File: src/design/pso_pkg.sv
package pso_pkg;

   localparam int STAGES_DEF = 3;

   localparam int CMD_W      = 2;
   localparam int TIME_W     = 62;
   localparam int WORD_W     = 64;
   localparam int ASYM_W     = 21;
   localparam int GAIN_W     = 16;
   localparam int CSR_IDX_W  = 3;
   localparam int CSR_DATA_W = 21;
   localparam int PROD_W     = 2 * WORD_W;

   // interval divider: 64 quotient bits, DIV_STEP per cycle
   localparam int DIV_STEP   = 4;
   localparam int DIV_CYCLES = WORD_W / DIV_STEP;
   localparam int REM_W      = 30;
   localparam int EL_LO_W    = 16;

   localparam logic [REM_W-1:0]  NS_PER_S  = 30'd1000000000;
   // 65536 s in ns: Ta would no longer fit Q16.48
   localparam logic [TIME_W-1:0] TA_SAT_NS = 62'd65536000000000;

   localparam logic [WORD_W-1:0] S64_MAX = {1'b0, {(WORD_W-1){1'b1}}};
   localparam logic [WORD_W-1:0] S64_MIN = {1'b1, {(WORD_W-1){1'b0}}};

   localparam logic [GAIN_W-1:0] GAIN0_RST = 16'd256;
   localparam logic [GAIN_W-1:0] GAIN1_RST = 16'd3200;
   localparam logic [GAIN_W-1:0] GAIN2_RST = 16'd6400;

   typedef enum logic [CMD_W-1:0] {
      CMD_SYNC     = 2'd0,
      CMD_REQ_SENT = 2'd1,
      CMD_RESPONSE = 2'd2,
      CMD_UNUSED   = 2'd3
   } cmd_type;

   typedef enum logic [CSR_IDX_W-1:0] {
      CSR_ENABLE = 3'd0,
      CSR_ASYM   = 3'd1,
      CSR_GAIN0  = 3'd2,
      CSR_GAIN1  = 3'd3,
      CSR_GAIN2  = 3'd4
   } csr_idx_type;

   typedef enum logic [3:0] {
      ST_IDLE,
      ST_OFFSET,
      ST_NEGATE,
      ST_ACCUM,
      ST_DIV_START,
      ST_DIV_WAIT,
      ST_TERM_MUL,
      ST_TERM_WAIT,
      ST_TERM_ADD,
      ST_GAIN_MUL,
      ST_GAIN_WAIT,
      ST_GAIN_ADD,
      ST_RESULT
   } state_type;

   typedef struct packed {
      logic start;
      logic gain_mode;   // 1: shift 8 (gain), 0: shift 48 (Ta)
   } mul_ctl_type;

   function automatic logic [WORD_W-1:0] sat_add(input logic [WORD_W-1:0] a,
                                                 input logic [WORD_W-1:0] b);
      logic [WORD_W:0] s;
      s = {a[WORD_W-1], a} + {b[WORD_W-1], b};
      if (s[WORD_W] != s[WORD_W-1]) begin
         sat_add = s[WORD_W] ? S64_MIN : S64_MAX;
      end else begin
         sat_add = s[WORD_W-1:0];
      end
   endfunction

   function automatic logic [WORD_W-1:0] sat_neg(input logic [WORD_W-1:0] a);
      sat_neg = (a == S64_MIN) ? S64_MAX : (~a + 1'b1);
   endfunction

endpackage

File: src/design/pso_mul.sv
module pso_mul (
   input  logic                        clock,
   input  logic                        reset,
   input  pso_pkg::mul_ctl_type        ctl,
   input  logic [pso_pkg::WORD_W-1:0]  op_a,
   input  logic [pso_pkg::WORD_W-1:0]  op_b,
   output logic                        done,
   output logic [pso_pkg::WORD_W-1:0]  result
);
   import pso_pkg::*;

   // signed op_a times unsigned op_b via four 32x32 partial products,
   // then shift, truncate toward zero and saturate
   localparam int HALF_W = WORD_W / 2;
   localparam logic [2:0] LAST_STEP = 3'd5;

   logic [WORD_W-1:0] x_ff, x_in;
   logic [WORD_W-1:0] b_ff, b_in;
   logic              neg_ff, neg_in;
   logic              mode_ff, mode_in;
   logic [PROD_W-1:0] acc_ff, acc_in;
   logic [WORD_W-1:0] pp_ff, pp_in;
   logic [2:0]        step_ff, step_in;
   logic              busy_ff, busy_in;
   logic              done_ff, done_in;
   logic [WORD_W-1:0] res_ff, res_in;

   logic [HALF_W-1:0] x_half, b_half;
   logic [PROD_W-1:0] r_full;
   logic [WORD_W-1:0] lim, mag;
   logic              ovf;

   always_comb begin
      x_half = (step_ff == 3'd2 || step_ff == 3'd3) ? x_ff[WORD_W-1:HALF_W]
                                                    : x_ff[HALF_W-1:0];
      b_half = (step_ff == 3'd1 || step_ff == 3'd3) ? b_ff[WORD_W-1:HALF_W]
                                                    : b_ff[HALF_W-1:0];
      pp_in  = x_half * b_half;

      r_full = mode_ff ? (acc_ff >> 8) : (acc_ff >> 48);
      lim    = neg_ff ? S64_MIN : S64_MAX;
      ovf    = (|r_full[PROD_W-1:WORD_W]) || (r_full[WORD_W-1:0] > lim);
      mag    = ovf ? lim : r_full[WORD_W-1:0];
   end

   always_comb begin
      x_in    = x_ff;
      b_in    = b_ff;
      neg_in  = neg_ff;
      mode_in = mode_ff;
      acc_in  = acc_ff;
      step_in = step_ff;
      busy_in = busy_ff;
      res_in  = res_ff;
      done_in = 1'b0;
      if (ctl.start) begin
         neg_in  = op_a[WORD_W-1];
         x_in    = op_a[WORD_W-1] ? (~op_a + 1'b1) : op_a;
         b_in    = op_b;
         mode_in = ctl.gain_mode;
         acc_in  = '0;
         step_in = '0;
         busy_in = 1'b1;
      end else if (busy_ff) begin
         step_in = step_ff + 1'b1;
         // add the product registered in the previous step
         case (step_ff)
            3'd1:      acc_in = acc_ff + {{WORD_W{1'b0}}, pp_ff};
            3'd2,
            3'd3:      acc_in = acc_ff + {{HALF_W{1'b0}}, pp_ff, {HALF_W{1'b0}}};
            3'd4:      acc_in = acc_ff + {pp_ff, {WORD_W{1'b0}}};
            default:   acc_in = acc_ff;
         endcase
         if (step_ff == LAST_STEP) begin
            res_in  = neg_ff ? (~mag + 1'b1) : mag;
            busy_in = 1'b0;
            done_in = 1'b1;
         end
      end
   end

   always_ff @(posedge clock) begin
      if (reset) begin
         busy_ff <= 1'b0;
         done_ff <= 1'b0;
      end else begin
         busy_ff <= busy_in;
         done_ff <= done_in;
      end
      x_ff    <= x_in;
      b_ff    <= b_in;
      neg_ff  <= neg_in;
      mode_ff <= mode_in;
      acc_ff  <= acc_in;
      pp_ff   <= pp_in;
      step_ff <= step_in;
      res_ff  <= res_in;
   end

   assign done   = done_ff;
   assign result = res_ff;

endmodule

File: config.mk
export PLATFORM = sky130hd
export DESIGN_NAME = pso_mul
export DESIGN_NICKNAME = d
export VERILOG_FILES = /design/src/design/pso_pkg.sv /design/src/design/pso_mul.sv
export SDC_FILE = /design/constraint.sdc
export NUM_CORES = 2
export LEC_CHECK = 0
export BUFFER_PORTS_ARGS = -buffer_cell sky130_fd_sc_hd__buf_2
export CAP_MARGIN = 20
export CORE_MARGIN = 2
export CORE_UTILIZATION = 50
export DETAILED_ROUTE_END_ITERATION = 12
export PLACE_DENSITY = 0.74
export SYNTH_ARGS = -nofsm -noshare
export SYNTH_HDL_FRONTEND = slang
export SYNTH_SLANG_ARGS = --single-unit
File: constraint.sdc
create_clock -name clock -period 11.05 [get_ports clock]
set_input_delay 2.21 -clock clock [delete_from_list [all_inputs] [get_ports clock]]
set_output_delay 2.21 -clock clock [all_outputs]
set_load 0.03 [all_outputs]
Word-level counts from Yosys, hierarchy flattened
Index checks and enable logic that the tools add are counted.

Multiplexer cells: 12. Reductions and logical operators: 9. Bitwise operators: 4. $lt $le $gt $ge: 1. Multiply operators: 1. $add $sub $neg: 6. Eq/ne operators: 5.

Operator list (count): one-hot mux 128 bit (3 select lines) (1); two-way mux 64 bit (3); adder 128 bit (1); adder 128 x 64 -> 128 bit (1); adder 128 x 96 -> 128 bit (1); adder 64 x 1 -> 64 bit (second input constant) (2); inverter 64 bit (2); two-way mux 120 bit (1); greater-than comparator 64 bit (1); multiplier 32 x 32 -> 64 bit (1); two-way mux 32 bit (2); OR reduction 64 bit (1); two-way mux 63 bit (1); == test 3 x 2 -> 1 bit (second input constant) (2); == test 3 bit (second input constant) (2); two-way mux 1 bit (4); adder 3 x 1 -> 3 bit (second input constant) (1); == test 3 x 1 -> 1 bit (second input constant) (1); logical OR 1 bit (3); AND reduction 3 bit (1); nonzero test 3 bit (1); OR reduction 3 bit (1); inverter 1 bit (2); AND reduction 2 bit (1); OR reduction 2 bit (1).

Register bits: 391.

Depth between registers and ports, before layout
Depth in word-level cells: 7. Gate-level depth with buffers: 38.

Worst setup path before layout
Ideal clock, no wire load.

Kind: register to register. Start: register step_ff[0]. End: register pp_ff[62]. Stages on the path, launching flop included: 37. Library setup time: 0.118 ns. Setup slack: 1.550 ns. Arrival time: 9.382 ns. Cells stage by stage: dfxtp_1 ha_1 ha_1 buf_1 nor2_1 clkbuf_1 buf_1 nand2_1 nand2_1 clkbuf_1 nand2_1 fa_1 inv_1 fa_1 fa_1 inv_1 fa_1 inv_1 fa_1 fa_1 fa_1 inv_1 fa_1 inv_1 ha_1 clkbuf_1 nand4_1 or2_2 nor4b_1 a21oi_1 a211oi_1 o31ai_1 o31ai_1 nand2_1 o211ai_1 a21oi_1 xnor2_1.

Longest elaborated chain between the ends: 4.

RTL lines: start: declaration (RTL line pso_mul.sv:23) `logic [2:0] step_ff, step_in;`; start signal: assignment (RTL line pso_mul.sv:96) `step_ff <= step_in;`; == test 3 x 2 -> 1 bit (tied with other cells) (RTL line pso_mul.sv:34) `x_half = (step_ff == 3'd2 || step_ff == 3'd3) ? x_ff[WORD_W-1:HALF_W]`; logical OR 1 bit, on equally long branches (RTL line pso_mul.sv:34, pso_mul.sv:36); two-way mux 32 bit, on equally long branches (RTL line pso_mul.sv:34, pso_mul.sv:36); multiplier 32 x 32 -> 64 bit * (RTL line pso_mul.sv:38) `pp_in = x_half * b_half;`; via pp_in[62] (RTL line pso_mul.sv:22) `logic [WORD_W-1:0] pp_ff, pp_in;`; end signal: assignment (RTL line pso_mul.sv:95) `pp_ff <= pp_in;`; end: declaration (RTL line pso_mul.sv:22).

Mark *: on every way through the listed nets, which the timed path passes. The rest lies on a longest branch. A chain may end at the register's enable or synchronous reset.

Worst setup path in the final report
Start: register step_ff[0]. End: register pp_ff[48].

Same word-level chain as after synthesis.

==> flow_metrics.tcl <==
set metrics [dict create \
    rows 132 \
    drv_slew 0 \
    gp_congestion 1.04 \
    rr_worst_depth 29 \
    max_cap_viol_count 0 \
    dp_hpwl_mm 196 \
    syn_area_per_cell_sq_um 8.39 \
    grt_first_pass_wirelength_mm 364 \
    grtUsageTotal_pct 36.5 \
    setup-violations-final 0 \
    first_pass_iters 9 \
    vias 59200 \
    wirelength_mm 244 \
    synthesis.nets 9291 \
    post-place-ws_ns 0.798 \
    critPathLaunch "step_ff[0]" \
    numClockSinks 391 \
    grt_pass1_vias 58800 \
    holdPathStages 2 \
    worstHoldStart "acc_ff[7]" \
    cts_root_buf "clkbuf_16" \
    cts_resized 0 \
    final_cell_mix "inv_1 (1012), nor2_1 (929), nand2_1 (927)" \
    synth-main-ff-cell "dfxtp_1" \
    yosys_warnings 0 \
    synthArstFlopShare_pct 0 \
    timing.fmax_ghz 0.0956 \
    slowest_stage "mux2i_4" \
    drc 0 \
    timing.rr.start "step_ff[0]" \
    hp-class "register to register" \
    worst_path_largest_cell_delay_ns 0.87 \
    overflow 0 \
    grt_setup_unrepaired "no" \
    start_util_pct 50.3 \
    final_common_cell "inv_1" \
    antenna_found_initial 6 \
    ys_seq_elements 391 \
    cts_tree "built" \
    end_kind "register" \
    arrival_ns 11.02 \
    layout-drive-gt1-share_pct 7.87 \
    layout_min_cycle_time_ns 10.46 \
    ant_nets 0 \
    grt_max_degree 153 \
    clockBufferDepth 3 \
    syn_to_final_growth_pct 7.84 \
    synthCells 7735 \
    die_w_um 364 \
    nFillCells 12000 \
    via_per_inst 6.19 \
    first_iter_violations 6640 \
    boundaryPins 197 \
    synthDistinctLibCells 93 \
    hold_viol_final 0 \
    core_sq_mm 0.129 \
    fin_ws_ns 0.585 \
    ys_seq_area_share_pct 15.0 \
    finalSetupTns_ns 0 \
    worstSetupPathType "register to register" \
    worstMarginPinSlew_ns 1.26 \
    crit_required_ns 11.61 \
    design.die.area_sq_mm 0.133 \
    cts_hold_buffers 0 \
    clk_pin_slew_ns 0.06 \
    crit_top_cell "fa_1" \
    cts_made_buffers 48 \
    timing.critical_path.from_type "register" \
    synth-edff-count 194 \
    skew_ns 0.0622 \
    status "finished clean" \
    dieHeight_um 364 \
    cp_max_fo 22 \
    portBuffers 196 \
    postCtsSetupBuffers 0 \
    nNetsFinal 9336 \
    slew_headroom_pct 15.4 \
    post-route-period-util_pct 94.7 \
    netlist_area_sq_mm 0.0649 \
    clk_latency_ns 0.68 \
    cts_max_level 2 \
    wl_per_cell_um 25.5 \
]
[critical path, delay by kind of cell (launching register included)]
family / cells / cell delay [ns]
adder cells (fa/ha/maj): 11 / 4.82
AO/OA/AOI/OAI: 9 / 2.43
AND/OR/NAND/NOR: 4 / 1.31
multiplexers: 1 / 0.87
buffers and inverters: 3 / 0.43
flip-flops: 1 / 0.34
XOR/XNOR: 1 / 0.13
[layer usage]
| metal | share of wire [%] | global-route usage [%] | wire length (um) | vias up |
|---|---|---|---|---|
| met1 | 36 | 44.5 | 88000 | 28500 |
| li1 | - | - | - | 25900 |
| met4 | 8.9 | 25.9 | 21700 | 8 |
| met2 | 44 | 57.8 | 107000 | 3740 |
| met5 | 0.024 | 0 | 58 | - |
| met3 | 11 | 7.73 | 26600 | 994 |
[Yosys cell counts, types with 11 or more instances]
cell,n,area share (%)
o21ai_1,20,0.15
a21boi_0,14,0.16
nor4_1,48,0.46
and3_1,52,0.50
a211o_1,13,0.18
fa_1,899,28
clkbuf_1,354,2.0
a21oi_1,453,3.5
xor2_1,104,1.4
o211ai_1,26,0.30
mux2_2,60,1.0
o21bai_1,48,0.55
o22ai_1,33,0.32
dfxtp_1,197,6.1
a22oi_1,28,0.32
xnor2_1,230,3.1
nor2b_1,37,0.36
o31ai_1,33,0.38
nor2_1,935,5.4
nand2b_1,47,0.45
ha_1,525,10
mux2i_1,109,1.7
o41ai_1,13,0.18
inv_1,1013,5.9
or4_1,32,0.37
and2_1,25,0.24
or3_1,31,0.30
nand4_1,102,0.98
o21ai_0,297,2.3
o21a_1,39,0.45
a221oi_1,45,0.61
edfxtp_1,194,9.0
nand3_1,103,0.79
and4_1,14,0.19
nor3_1,102,0.79
buf_1,17,0.098
a31oi_1,71,0.68
a21o_1,168,1.9
a41oi_1,11,0.15
nand2_1,929,5.4
a211oi_1,55,0.64
[kinds of logic (layout without fill, tap and decap cells)]
logic type	count (synthesis)	after routing	synth area share [%]
AO/OA/AOI/OAI	1496	1496	14.7
XOR/XNOR	334	334	4.50
adder cells (fa/ha/maj)	1424	1424	37.8
buffers and inverters	1398	1478	8.12
flip-flops	391	391	15.0
multiplexers	169	169	2.72
other	0	3	0
AND/OR/NAND/NOR	2523	2523	17.1
[through the flow]
step	cell area [sq um]	utilization [%]	instances	hold WS, ns
2_1_floorplan	64900	-	7735	0.436
3_3_place_gp	68400	52.9	9471	0.444
3_5_place_dp	68400	52.9	9472	0.451
4_1_cts	70000	54.2	9557	0.459
5_1_grt	70000	54.2	9557	0.488
6_report	70000	54.2	9560	0.458
[worst paths after layout]
kind                             endpoint  slack (ns)
worst max-delay path            pp_ff[48]        0.59
worst min-delay path            acc_ff[7]        0.46
worst max register to register  pp_ff[48]        0.59
worst min register to register  acc_ff[7]        0.46
[flip-flops by register name (all words and copies together) (netlist names)]
name,cells
acc_ff,128
b_ff,64
busy_ff,1
done,1
mode_ff,1
neg_ff,1
pp_ff,64
result,64
step_ff,3
x_ff,64
[layout make-up]
cell class	count	area, sq um	area share, %
Clock inverter	28	333	0.475
Antenna cell	3	7.51	0.0107
Inverter	1015	3810	5.44
Multi-Input combinational cell	5946	50200	71.7
Sequential cell	391	9770	14.0
Timing Repair Buffer	378	2440	3.49
Tap cell	1742	2180	3.11
Clock buffer	57	1310	1.87
Power is left out: the tool's default activity adds up to more than one toggle a clock period on the data nets, which glitch-free logic cannot reach.
