`src/design/pso_pkg.sv`:
```
package pso_pkg;

   localparam int STAGES_DEF = 3;

   localparam int CMD_W      = 2;
   localparam int TIME_W     = 62;
   localparam int WORD_W     = 64;
   localparam int ASYM_W     = 21;
   localparam int GAIN_W     = 16;
   localparam int CSR_IDX_W  = 3;
   localparam int CSR_DATA_W = 21;
   localparam int PROD_W     = 2 * WORD_W;

   // interval divider: 64 quotient bits, DIV_STEP per cycle
   localparam int DIV_STEP   = 4;
   localparam int DIV_CYCLES = WORD_W / DIV_STEP;
   localparam int REM_W      = 30;
   localparam int EL_LO_W    = 16;

   localparam logic [REM_W-1:0]  NS_PER_S  = 30'd1000000000;
   // 65536 s in ns: Ta would no longer fit Q16.48
   localparam logic [TIME_W-1:0] TA_SAT_NS = 62'd65536000000000;

   localparam logic [WORD_W-1:0] S64_MAX = {1'b0, {(WORD_W-1){1'b1}}};
   localparam logic [WORD_W-1:0] S64_MIN = {1'b1, {(WORD_W-1){1'b0}}};

   localparam logic [GAIN_W-1:0] GAIN0_RST = 16'd256;
   localparam logic [GAIN_W-1:0] GAIN1_RST = 16'd3200;
   localparam logic [GAIN_W-1:0] GAIN2_RST = 16'd6400;

   typedef enum logic [CMD_W-1:0] {
      CMD_SYNC     = 2'd0,
      CMD_REQ_SENT = 2'd1,
      CMD_RESPONSE = 2'd2,
      CMD_UNUSED   = 2'd3
   } cmd_type;

   typedef enum logic [CSR_IDX_W-1:0] {
      CSR_ENABLE = 3'd0,
      CSR_ASYM   = 3'd1,
      CSR_GAIN0  = 3'd2,
      CSR_GAIN1  = 3'd3,
      CSR_GAIN2  = 3'd4
   } csr_idx_type;

   typedef enum logic [3:0] {
      ST_IDLE,
      ST_OFFSET,
      ST_NEGATE,
      ST_ACCUM,
      ST_DIV_START,
      ST_DIV_WAIT,
      ST_TERM_MUL,
      ST_TERM_WAIT,
      ST_TERM_ADD,
      ST_GAIN_MUL,
      ST_GAIN_WAIT,
      ST_GAIN_ADD,
      ST_RESULT
   } state_type;

   typedef struct packed {
      logic start;
      logic gain_mode;   // 1: shift 8 (gain), 0: shift 48 (Ta)
   } mul_ctl_type;

   function automatic logic [WORD_W-1:0] sat_add(input logic [WORD_W-1:0] a,
                                                 input logic [WORD_W-1:0] b);
      logic [WORD_W:0] s;
      s = {a[WORD_W-1], a} + {b[WORD_W-1], b};
      if (s[WORD_W] != s[WORD_W-1]) begin
         sat_add = s[WORD_W] ? S64_MIN : S64_MAX;
      end else begin
         sat_add = s[WORD_W-1:0];
      end
   endfunction

   function automatic logic [WORD_W-1:0] sat_neg(input logic [WORD_W-1:0] a);
      sat_neg = (a == S64_MIN) ? S64_MAX : (~a + 1'b1);
   endfunction

endpackage

```
`src/design/pso_ta_div.sv`:
```
module pso_ta_div (
   input  logic                       clock,
   input  logic                       reset,
   input  logic                       start,
   input  logic [pso_pkg::TIME_W-1:0] elapsed,
   output logic                       done,
   output logic [pso_pkg::WORD_W-1:0] ta
);
   import pso_pkg::*;

   // restoring division of elapsed * 2^48 by 1e9, DIV_STEP quotient bits a cycle
   localparam int CNT_W = $clog2(DIV_CYCLES);

   logic [REM_W-1:0]   rem_ff, rem_in;
   logic [EL_LO_W-1:0] sh_ff, sh_in;
   logic [WORD_W-1:0]  q_ff, q_in;
   logic [CNT_W-1:0]   cnt_ff, cnt_in;
   logic               busy_ff, busy_in;
   logic               done_ff, done_in;
   logic               sat_ff, sat_in;

   logic [REM_W-1:0]    div_r;
   logic [REM_W:0]      div_t;
   logic [DIV_STEP-1:0] div_q;

   always_comb begin
      div_r = rem_ff;
      div_t = '0;
      div_q = '0;
      for (int j = 0; j < DIV_STEP; j++) begin
         div_t = {div_r, sh_ff[EL_LO_W-1-j]};
         if (div_t >= {1'b0, NS_PER_S}) begin
            div_t = div_t - {1'b0, NS_PER_S};
            div_q[DIV_STEP-1-j] = 1'b1;
         end
         div_r = div_t[REM_W-1:0];
      end
   end

   always_comb begin
      rem_in  = rem_ff;
      sh_in   = sh_ff;
      q_in    = q_ff;
      cnt_in  = cnt_ff;
      busy_in = busy_ff;
      sat_in  = sat_ff;
      done_in = 1'b0;
      if (start) begin
         rem_in  = elapsed[EL_LO_W+REM_W-1:EL_LO_W];
         sh_in   = elapsed[EL_LO_W-1:0];
         sat_in  = (elapsed >= TA_SAT_NS);
         cnt_in  = '0;
         busy_in = 1'b1;
      end else if (busy_ff) begin
         rem_in = div_r;
         sh_in  = {sh_ff[EL_LO_W-DIV_STEP-1:0], {DIV_STEP{1'b0}}};
         q_in   = {q_ff[WORD_W-DIV_STEP-1:0], div_q};
         cnt_in = cnt_ff + 1'b1;
         if (cnt_ff == CNT_W'(DIV_CYCLES - 1)) begin
            busy_in = 1'b0;
            done_in = 1'b1;
         end
      end
   end

   always_ff @(posedge clock) begin
      if (reset) begin
         busy_ff <= 1'b0;
         done_ff <= 1'b0;
      end else begin
         busy_ff <= busy_in;
         done_ff <= done_in;
      end
      rem_ff <= rem_in;
      sh_ff  <= sh_in;
      q_ff   <= q_in;
      cnt_ff <= cnt_in;
      sat_ff <= sat_in;
   end

   assign done = done_ff;
   assign ta   = sat_ff ? {WORD_W{1'b1}} : q_ff;

endmodule

```
`config.mk`:
```
export PLATFORM = sky130hd
export DESIGN_NAME = pso_ta_div
export DESIGN_NICKNAME = d
export VERILOG_FILES = /design/src/design/pso_pkg.sv /design/src/design/pso_ta_div.sv
export SDC_FILE = /design/constraint.sdc
export NUM_CORES = 1
export LEC_CHECK = 0
export BUFFER_PORTS_ARGS = -buffer_cell sky130_fd_sc_hd__buf_4
export CORE_ASPECT_RATIO = 1.75
export CORE_UTILIZATION = 60
export DETAILED_ROUTE_END_ITERATION = 8
export PLACE_DENSITY = 0.84
export SYNTH_ARGS = -nofsm -noshare
export SYNTH_HDL_FRONTEND = slang
export SYNTH_SLANG_ARGS = --single-unit
export TNS_END_PERCENT = 50
```
`constraint.sdc`:
```
create_clock -name clock -period 20.7 [get_ports clock]
set_input_delay 3.105 -clock clock [delete_from_list [all_inputs] [get_ports clock]]
set_output_delay 3.105 -clock clock [all_outputs]
set_load 0.02 [all_outputs]
```
---- After elaboration in Yosys (flattened, before gate mapping) ----
Cells that the tools add are included.
Widths: inputs -> output; s select.
storage, ports and cells
  bits in registers ....................... 117
  input port bits ......................... 65
  output and inout bits ................... 65
  logic and storage cells ................. 40
operators by class
  add/sub/neg operators ................... 5
  order comparisons ....................... 5
  equality and inequality tests ........... 1
  muxes and demuxes ....................... 17
  bitwise gates (word level) .............. 2
  reduce and logical (&&, ||, !) cells .... 3
operators with widths
  cell                    count
  $mux 30                 6
  $ge 31x30->1 const B    4
  $sub 30x30->30 const B  4
  $mux 64                 1
  $ge 62x46->1 const B    1
  $mux 16                 2
  $mux 1                  8
  $add 4x1->4 const B     1
  $eq 4x4->1 const B      1
  $reduce_or 3->1         1
  $not 1->1               2
  $reduce_and 2->1        1
  $reduce_bool 2->1       1

---- Longest topological paths before layout ----
  depth in word-level cells ............... 10
  depth in mapped cells ................... 37
  gate-level depth less buffers ........... 31

---- Least setup slack after synthesis ----
Ideal clock, no wire load.
  kind .................................... register to register
  start point ............................. register rem_ff[9]
  end point ............................... register rem_ff[17], data pin
  library setup time ...................... 0.255 ns
  arrival ................................. 6.671 ns
  data required time ...................... 20.445 ns
  slack ................................... 13.774 ns
  cell stages (with the launch flop) ...... 35
  path buffers ............................ 4
  period minus slack after synthesis ...... 6.926 ns
  cells stage by stage .................... edfxtp_1 > clkbuf_1 > inv_1 > ha_1 > nand2b_1 > a21o_1 > a211oi_4 > nor3_4 > buf_6 > xnor2_1 > inv_1 > ha_1 > o21ai_0 > nand2_1 > and3_1 > o211ai_1 > a21bo_1 > a21oi_4 > buf_2 > xnor2_1 > ha_1 > inv_1 > o21ai_1 > and2_1 > buf_2 > o221ai_2 > a21oi_4 > mux2i_1 > a21bo_1 > a311o_1 > a22oi_4 > a21o_4 > inv_4 > a21o_1 > a31o_1
between the ends
  word-level cells in the longest chain between the ends .. 10
  elaborated cells on any way between the ends .. 14
  classes of those cells .................. add/sub (4); order compare (4); mux (6)
RTL lines
  what                                                   line                                source
  start, declared                                        pso_ta_div.sv:14                    logic [REM_W-1:0] rem_ff, rem_in;
  start signal, assigned                                 pso_ta_div.sv:74                    rem_ff <= rem_in;
  $sub 30x30->30 / $ge 31x30->1 (equally long branches)  pso_ta_div.sv:33, pso_ta_div.sv:32
  $mux 30 *                                              pso_ta_div.sv:32                    if (div_t >= {1'b0, NS_PER_S}) begin
  $sub 30x30->30 / $ge 31x30->1 (equally long branches)  pso_ta_div.sv:33, pso_ta_div.sv:32
  $mux 30 *                                              pso_ta_div.sv:32
  $sub 30x30->30 / $ge 31x30->1 (equally long branches)  pso_ta_div.sv:33, pso_ta_div.sv:32
  $mux 30 *                                              pso_ta_div.sv:32
  $sub 30x30->30 / $ge 31x30->1 (equally long branches)  pso_ta_div.sv:33, pso_ta_div.sv:32
  $mux 30 *                                              pso_ta_div.sv:32
  $mux 30 *                                              pso_ta_div.sv:54                    end else if (busy_ff) begin
  $mux 30 *                                              pso_ta_div.sv:48                    if (start) begin
  net rem_in[17]                                         pso_ta_div.sv:14
The timed path passes the listed nets; every way through them passes the cells marked *. The select of a mux whose other input is x is not followed.
A chain may end at the register's enable or synchronous reset.

---- Worst setup path after layout ----
  start point ............................. register rem_ff[25]
  end point ............................... register rem_ff[11], data pin
between the ends
  word-level cells in the longest chain between the ends .. 10
  elaborated cells on any way between the ends .. 14
  classes of those cells .................. add/sub (4); order compare (4); mux (6)
RTL lines
  what                                                   line
  $sub 30x30->30 / $ge 31x30->1 (equally long branches)  pso_ta_div.sv:33, pso_ta_div.sv:32
  $mux 30 *                                              pso_ta_div.sv:32
  $sub 30x30->30 / $ge 31x30->1 (equally long branches)  pso_ta_div.sv:33, pso_ta_div.sv:32
  $mux 30 *                                              pso_ta_div.sv:32
  $ge 31x30->1 / $sub 30x30->30 (equally long branches)  pso_ta_div.sv:32, pso_ta_div.sv:33
  $mux 30 *                                              pso_ta_div.sv:32
  $sub 30x30->30 / $ge 31x30->1 (equally long branches)  pso_ta_div.sv:33, pso_ta_div.sv:32
  $mux 30 *                                              pso_ta_div.sv:32
  $mux 30 *                                              pso_ta_div.sv:54
  $mux 30 *                                              pso_ta_div.sv:48
  net rem_in[11]                                         pso_ta_div.sv:14
Marks and branches as above.

==> flow_summary.ini <==
[yosys]
synth_area_mm2 = 0.00882
synthDistinctLibCells = 111
ys_warn_count = 0
synthFlopType = edfxtp_1
ys_ff_latch = 117
avgSynthCellArea_um2 = 9.86
syn_nets = 964
yosysSeqAreaShare = 0.391
async_flop_share = 0
synthCells = 895
synth-edff-count = 111

[cts]
clk_latency_ns = 0.43
numCtsBuffers = 17
clock_path_buffers = 2
cts_tree = done
post_cts_resized = 0
cts_root_buffer = clkbuf_16
cts_hold_buf = 0
htreeDepth = 4
path_clk_slew_ns = 0.06
post_cts_buffers = 0
cts_sinks = 117

[global_routing]
grtUsageTotal = 0.342
grt_start_max_net_pins = 66
grt.overflow.total = 0
grt_pass1_vias = 7740
grt_antenna_before_repair = 0
grt_pass1_wl_um = 39600

[sta]
max_freq_ghz = 0.120
setup_viol = 0
tns_ns = 0
period_needed_ns = 8.33
rsz0062_at_grt = no
worst_pin_slew_ns = 1.18
hold_violations = 0
clock_skew_ns = 0.0128
min_period_over_period = 0.402
drv_slew = 0
relSlewSlack = 0.213

[die]
rows = 58
die_x_um = 93.7
coreArea_mm2 = 0.0144
ios = 130
die_y_um = 162
dieArea_mm2 = 0.0152
start_util = 0.614

[critical_path]
slowest_delay_ns = 0.66
crit_path_top_delay_cell = or4b_1
worstPathMaxFanout = 16
cp.required_ns = 20.93
cp-startpoint = rem_ff[25]$_DFFE_PP_
path_class = reg -> reg
reg2reg_to = rem_ff[11]$_DFFE_PP_
ff2ff_setup_slack_ns = 12.37
r2r-start = rem_ff[25]$_DFFE_PP_
crit_arrival_ns = 8.56
worstSetupEndpointType = flip-flop
reg2reg_depth = 29
critPathLaunchType = flip-flop

[routing]
drc = 0
drt_iter0_markers = 660
first_pass_iters = 6
routedWlPerCell_um = 21.1
drtAntennaViolNets = 0
viasPerCell = 6.59
wl_um = 25100
vias = 7854

[min_path]
min_delay_path_depth = 0
min_from = q_ff[10]$_DFFE_PP_
hold_path_end = q_ff[14]$_DFFE_PP_
hold_class = reg -> reg

[outcome]
status = finished, final reports clean

[finish]
diodes = 0
final_common_cell = buf_4
area_growth_pct = 17.9
drive_gt1_frac = 0.307
final_cell_mix = 133 x buf_4, 111 x edfxtp_1, 72 x nand2_1
fin_nets = 1068

[flow_run]
maxCapViolCount = 0

[placed_design]
io_buffer_count = 129
dp.final_hpwl_um = 18500
routabilityCongestion = 0.966
==> layer usage <==
| layer | share of wire | track usage | up-vias |
|---|---|---|---|
| met3 | 0.066 | 0.0523 | 119 |
| met4 | 0.056 | 0.204 | 0 |
| li1 | - | - | 3604 |
| met1 | 0.35 | 0.376 | 3685 |
| met5 | 0 | 0 | - |
| met2 | 0.53 | 0.611 | 446 |
==> kinds of logic (layout without fill, tap and decap cells) <==
logic type / count (synthesis) / count (layout) / share of synthesized area
flops: 117 / 117 / 0.391
buf+inv: 67 / 184 / 0.0370
mux: 43 / 43 / 0.0533
compound gates: 256 / 256 / 0.225
xor+xnor: 68 / 68 / 0.0705
fa+ha+maj: 4 / 4 / 0.00567
simple gates: 340 / 340 / 0.217
==> critical path: cells and delay by family (launching register included) <==
family | cells | cell delay [ns]
buffers and inverters | 4 | 0.49
adders and majority gates | 2 | 0.45
DFF | 1 | 0.58
and+or+nand+nor | 7 | 1.96
AOI/OAI and AO/OA | 13 | 3.91
muxes | 1 | 0.14
xor gates and xnor gates | 2 | 0.58
==> sequential cells by signal (all words and copies together) (netlist names) <==
signal and flops:
q_ff 64, rem_ff 30, sh_ff 16, cnt_ff 4, busy_ff 1, done 1, sat_ff 1
==> worst max-delay path by stage <==
stage / to / slack (ns) / cells after the start
final: rem_ff[11]$_DFFE_PP_ / 12.37 / 29
after global routing: rem_ff[11]$_DFFE_PP_ / 11.75 / 29
after CTS: rem_ff[11]$_DFFE_PP_ / 12.46 / 31
after detailed placement: rem_ff[11]$_DFFE_PP_ / 12.50 / 31
after global placement: rem_ff[17]$_DFFE_PP_ / 12.70 / 31
after floorplan: rem_ff[17]$_DFFE_PP_ / 13.77 / 34
==> Yosys cell counts (13+ instances only) <==
library cell	count	area, µm²
a31oi_1	13	81.3
or2_2	69	432
and2_1	14	87.6
a21oi_1	40	200
o21ai_0	33	165
buf_2	13	65.1
mux2i_1	14	140
nand3_1	18	90.1
o211ai_1	13	97.6
nand2_1	72	270
nor3_1	18	90.1
o21ai_1	13	65.1
xor2_1	25	219
edfxtp_1	111	3330
nor2_1	62	233
inv_1	15	56.3
a21o_1	13	97.6
clkbuf_1	25	93.8
xnor2_1	41	359
mux2_2	27	304
==> through the flow <==
| step | instances | hold WS [ns] | utilization | setup slack [ns] | cell area [µm²] |
|---|---|---|---|---|---|
| 4_1_cts | 1192 | 0.441 | 0.724 | 12.46 | 10400 |
| 6_report | 1192 | 0.436 | 0.724 | 12.37 | 10400 |
| 5_1_grt | 1192 | 0.447 | 0.724 | 11.75 | 10400 |
| 3_3_place_gp | 1160 | 0.418 | 0.682 | 12.70 | 9800 |
| 3_5_place_dp | 1160 | 0.425 | 0.682 | 12.50 | 9800 |
| 2_1_floorplan | 895 | 0.417 | - | 13.77 | 8820 |
==> cell type report <==
| class | count | area, µm² |
|---|---|---|
| timing repair buffer | 133 | 998 |
| sequential | 117 | 3450 |
| fill | 1071 | 3970 |
| tap | 180 | 225 |
| clock inverter | 14 | 173 |
| clock buffer | 18 | 429 |
| inverter | 19 | 73.8 |
| multi-input combinational | 711 | 5050 |
Power is left out: the tool's default activity adds up to more than one toggle a clock period on the data nets, which glitch-free logic cannot reach.
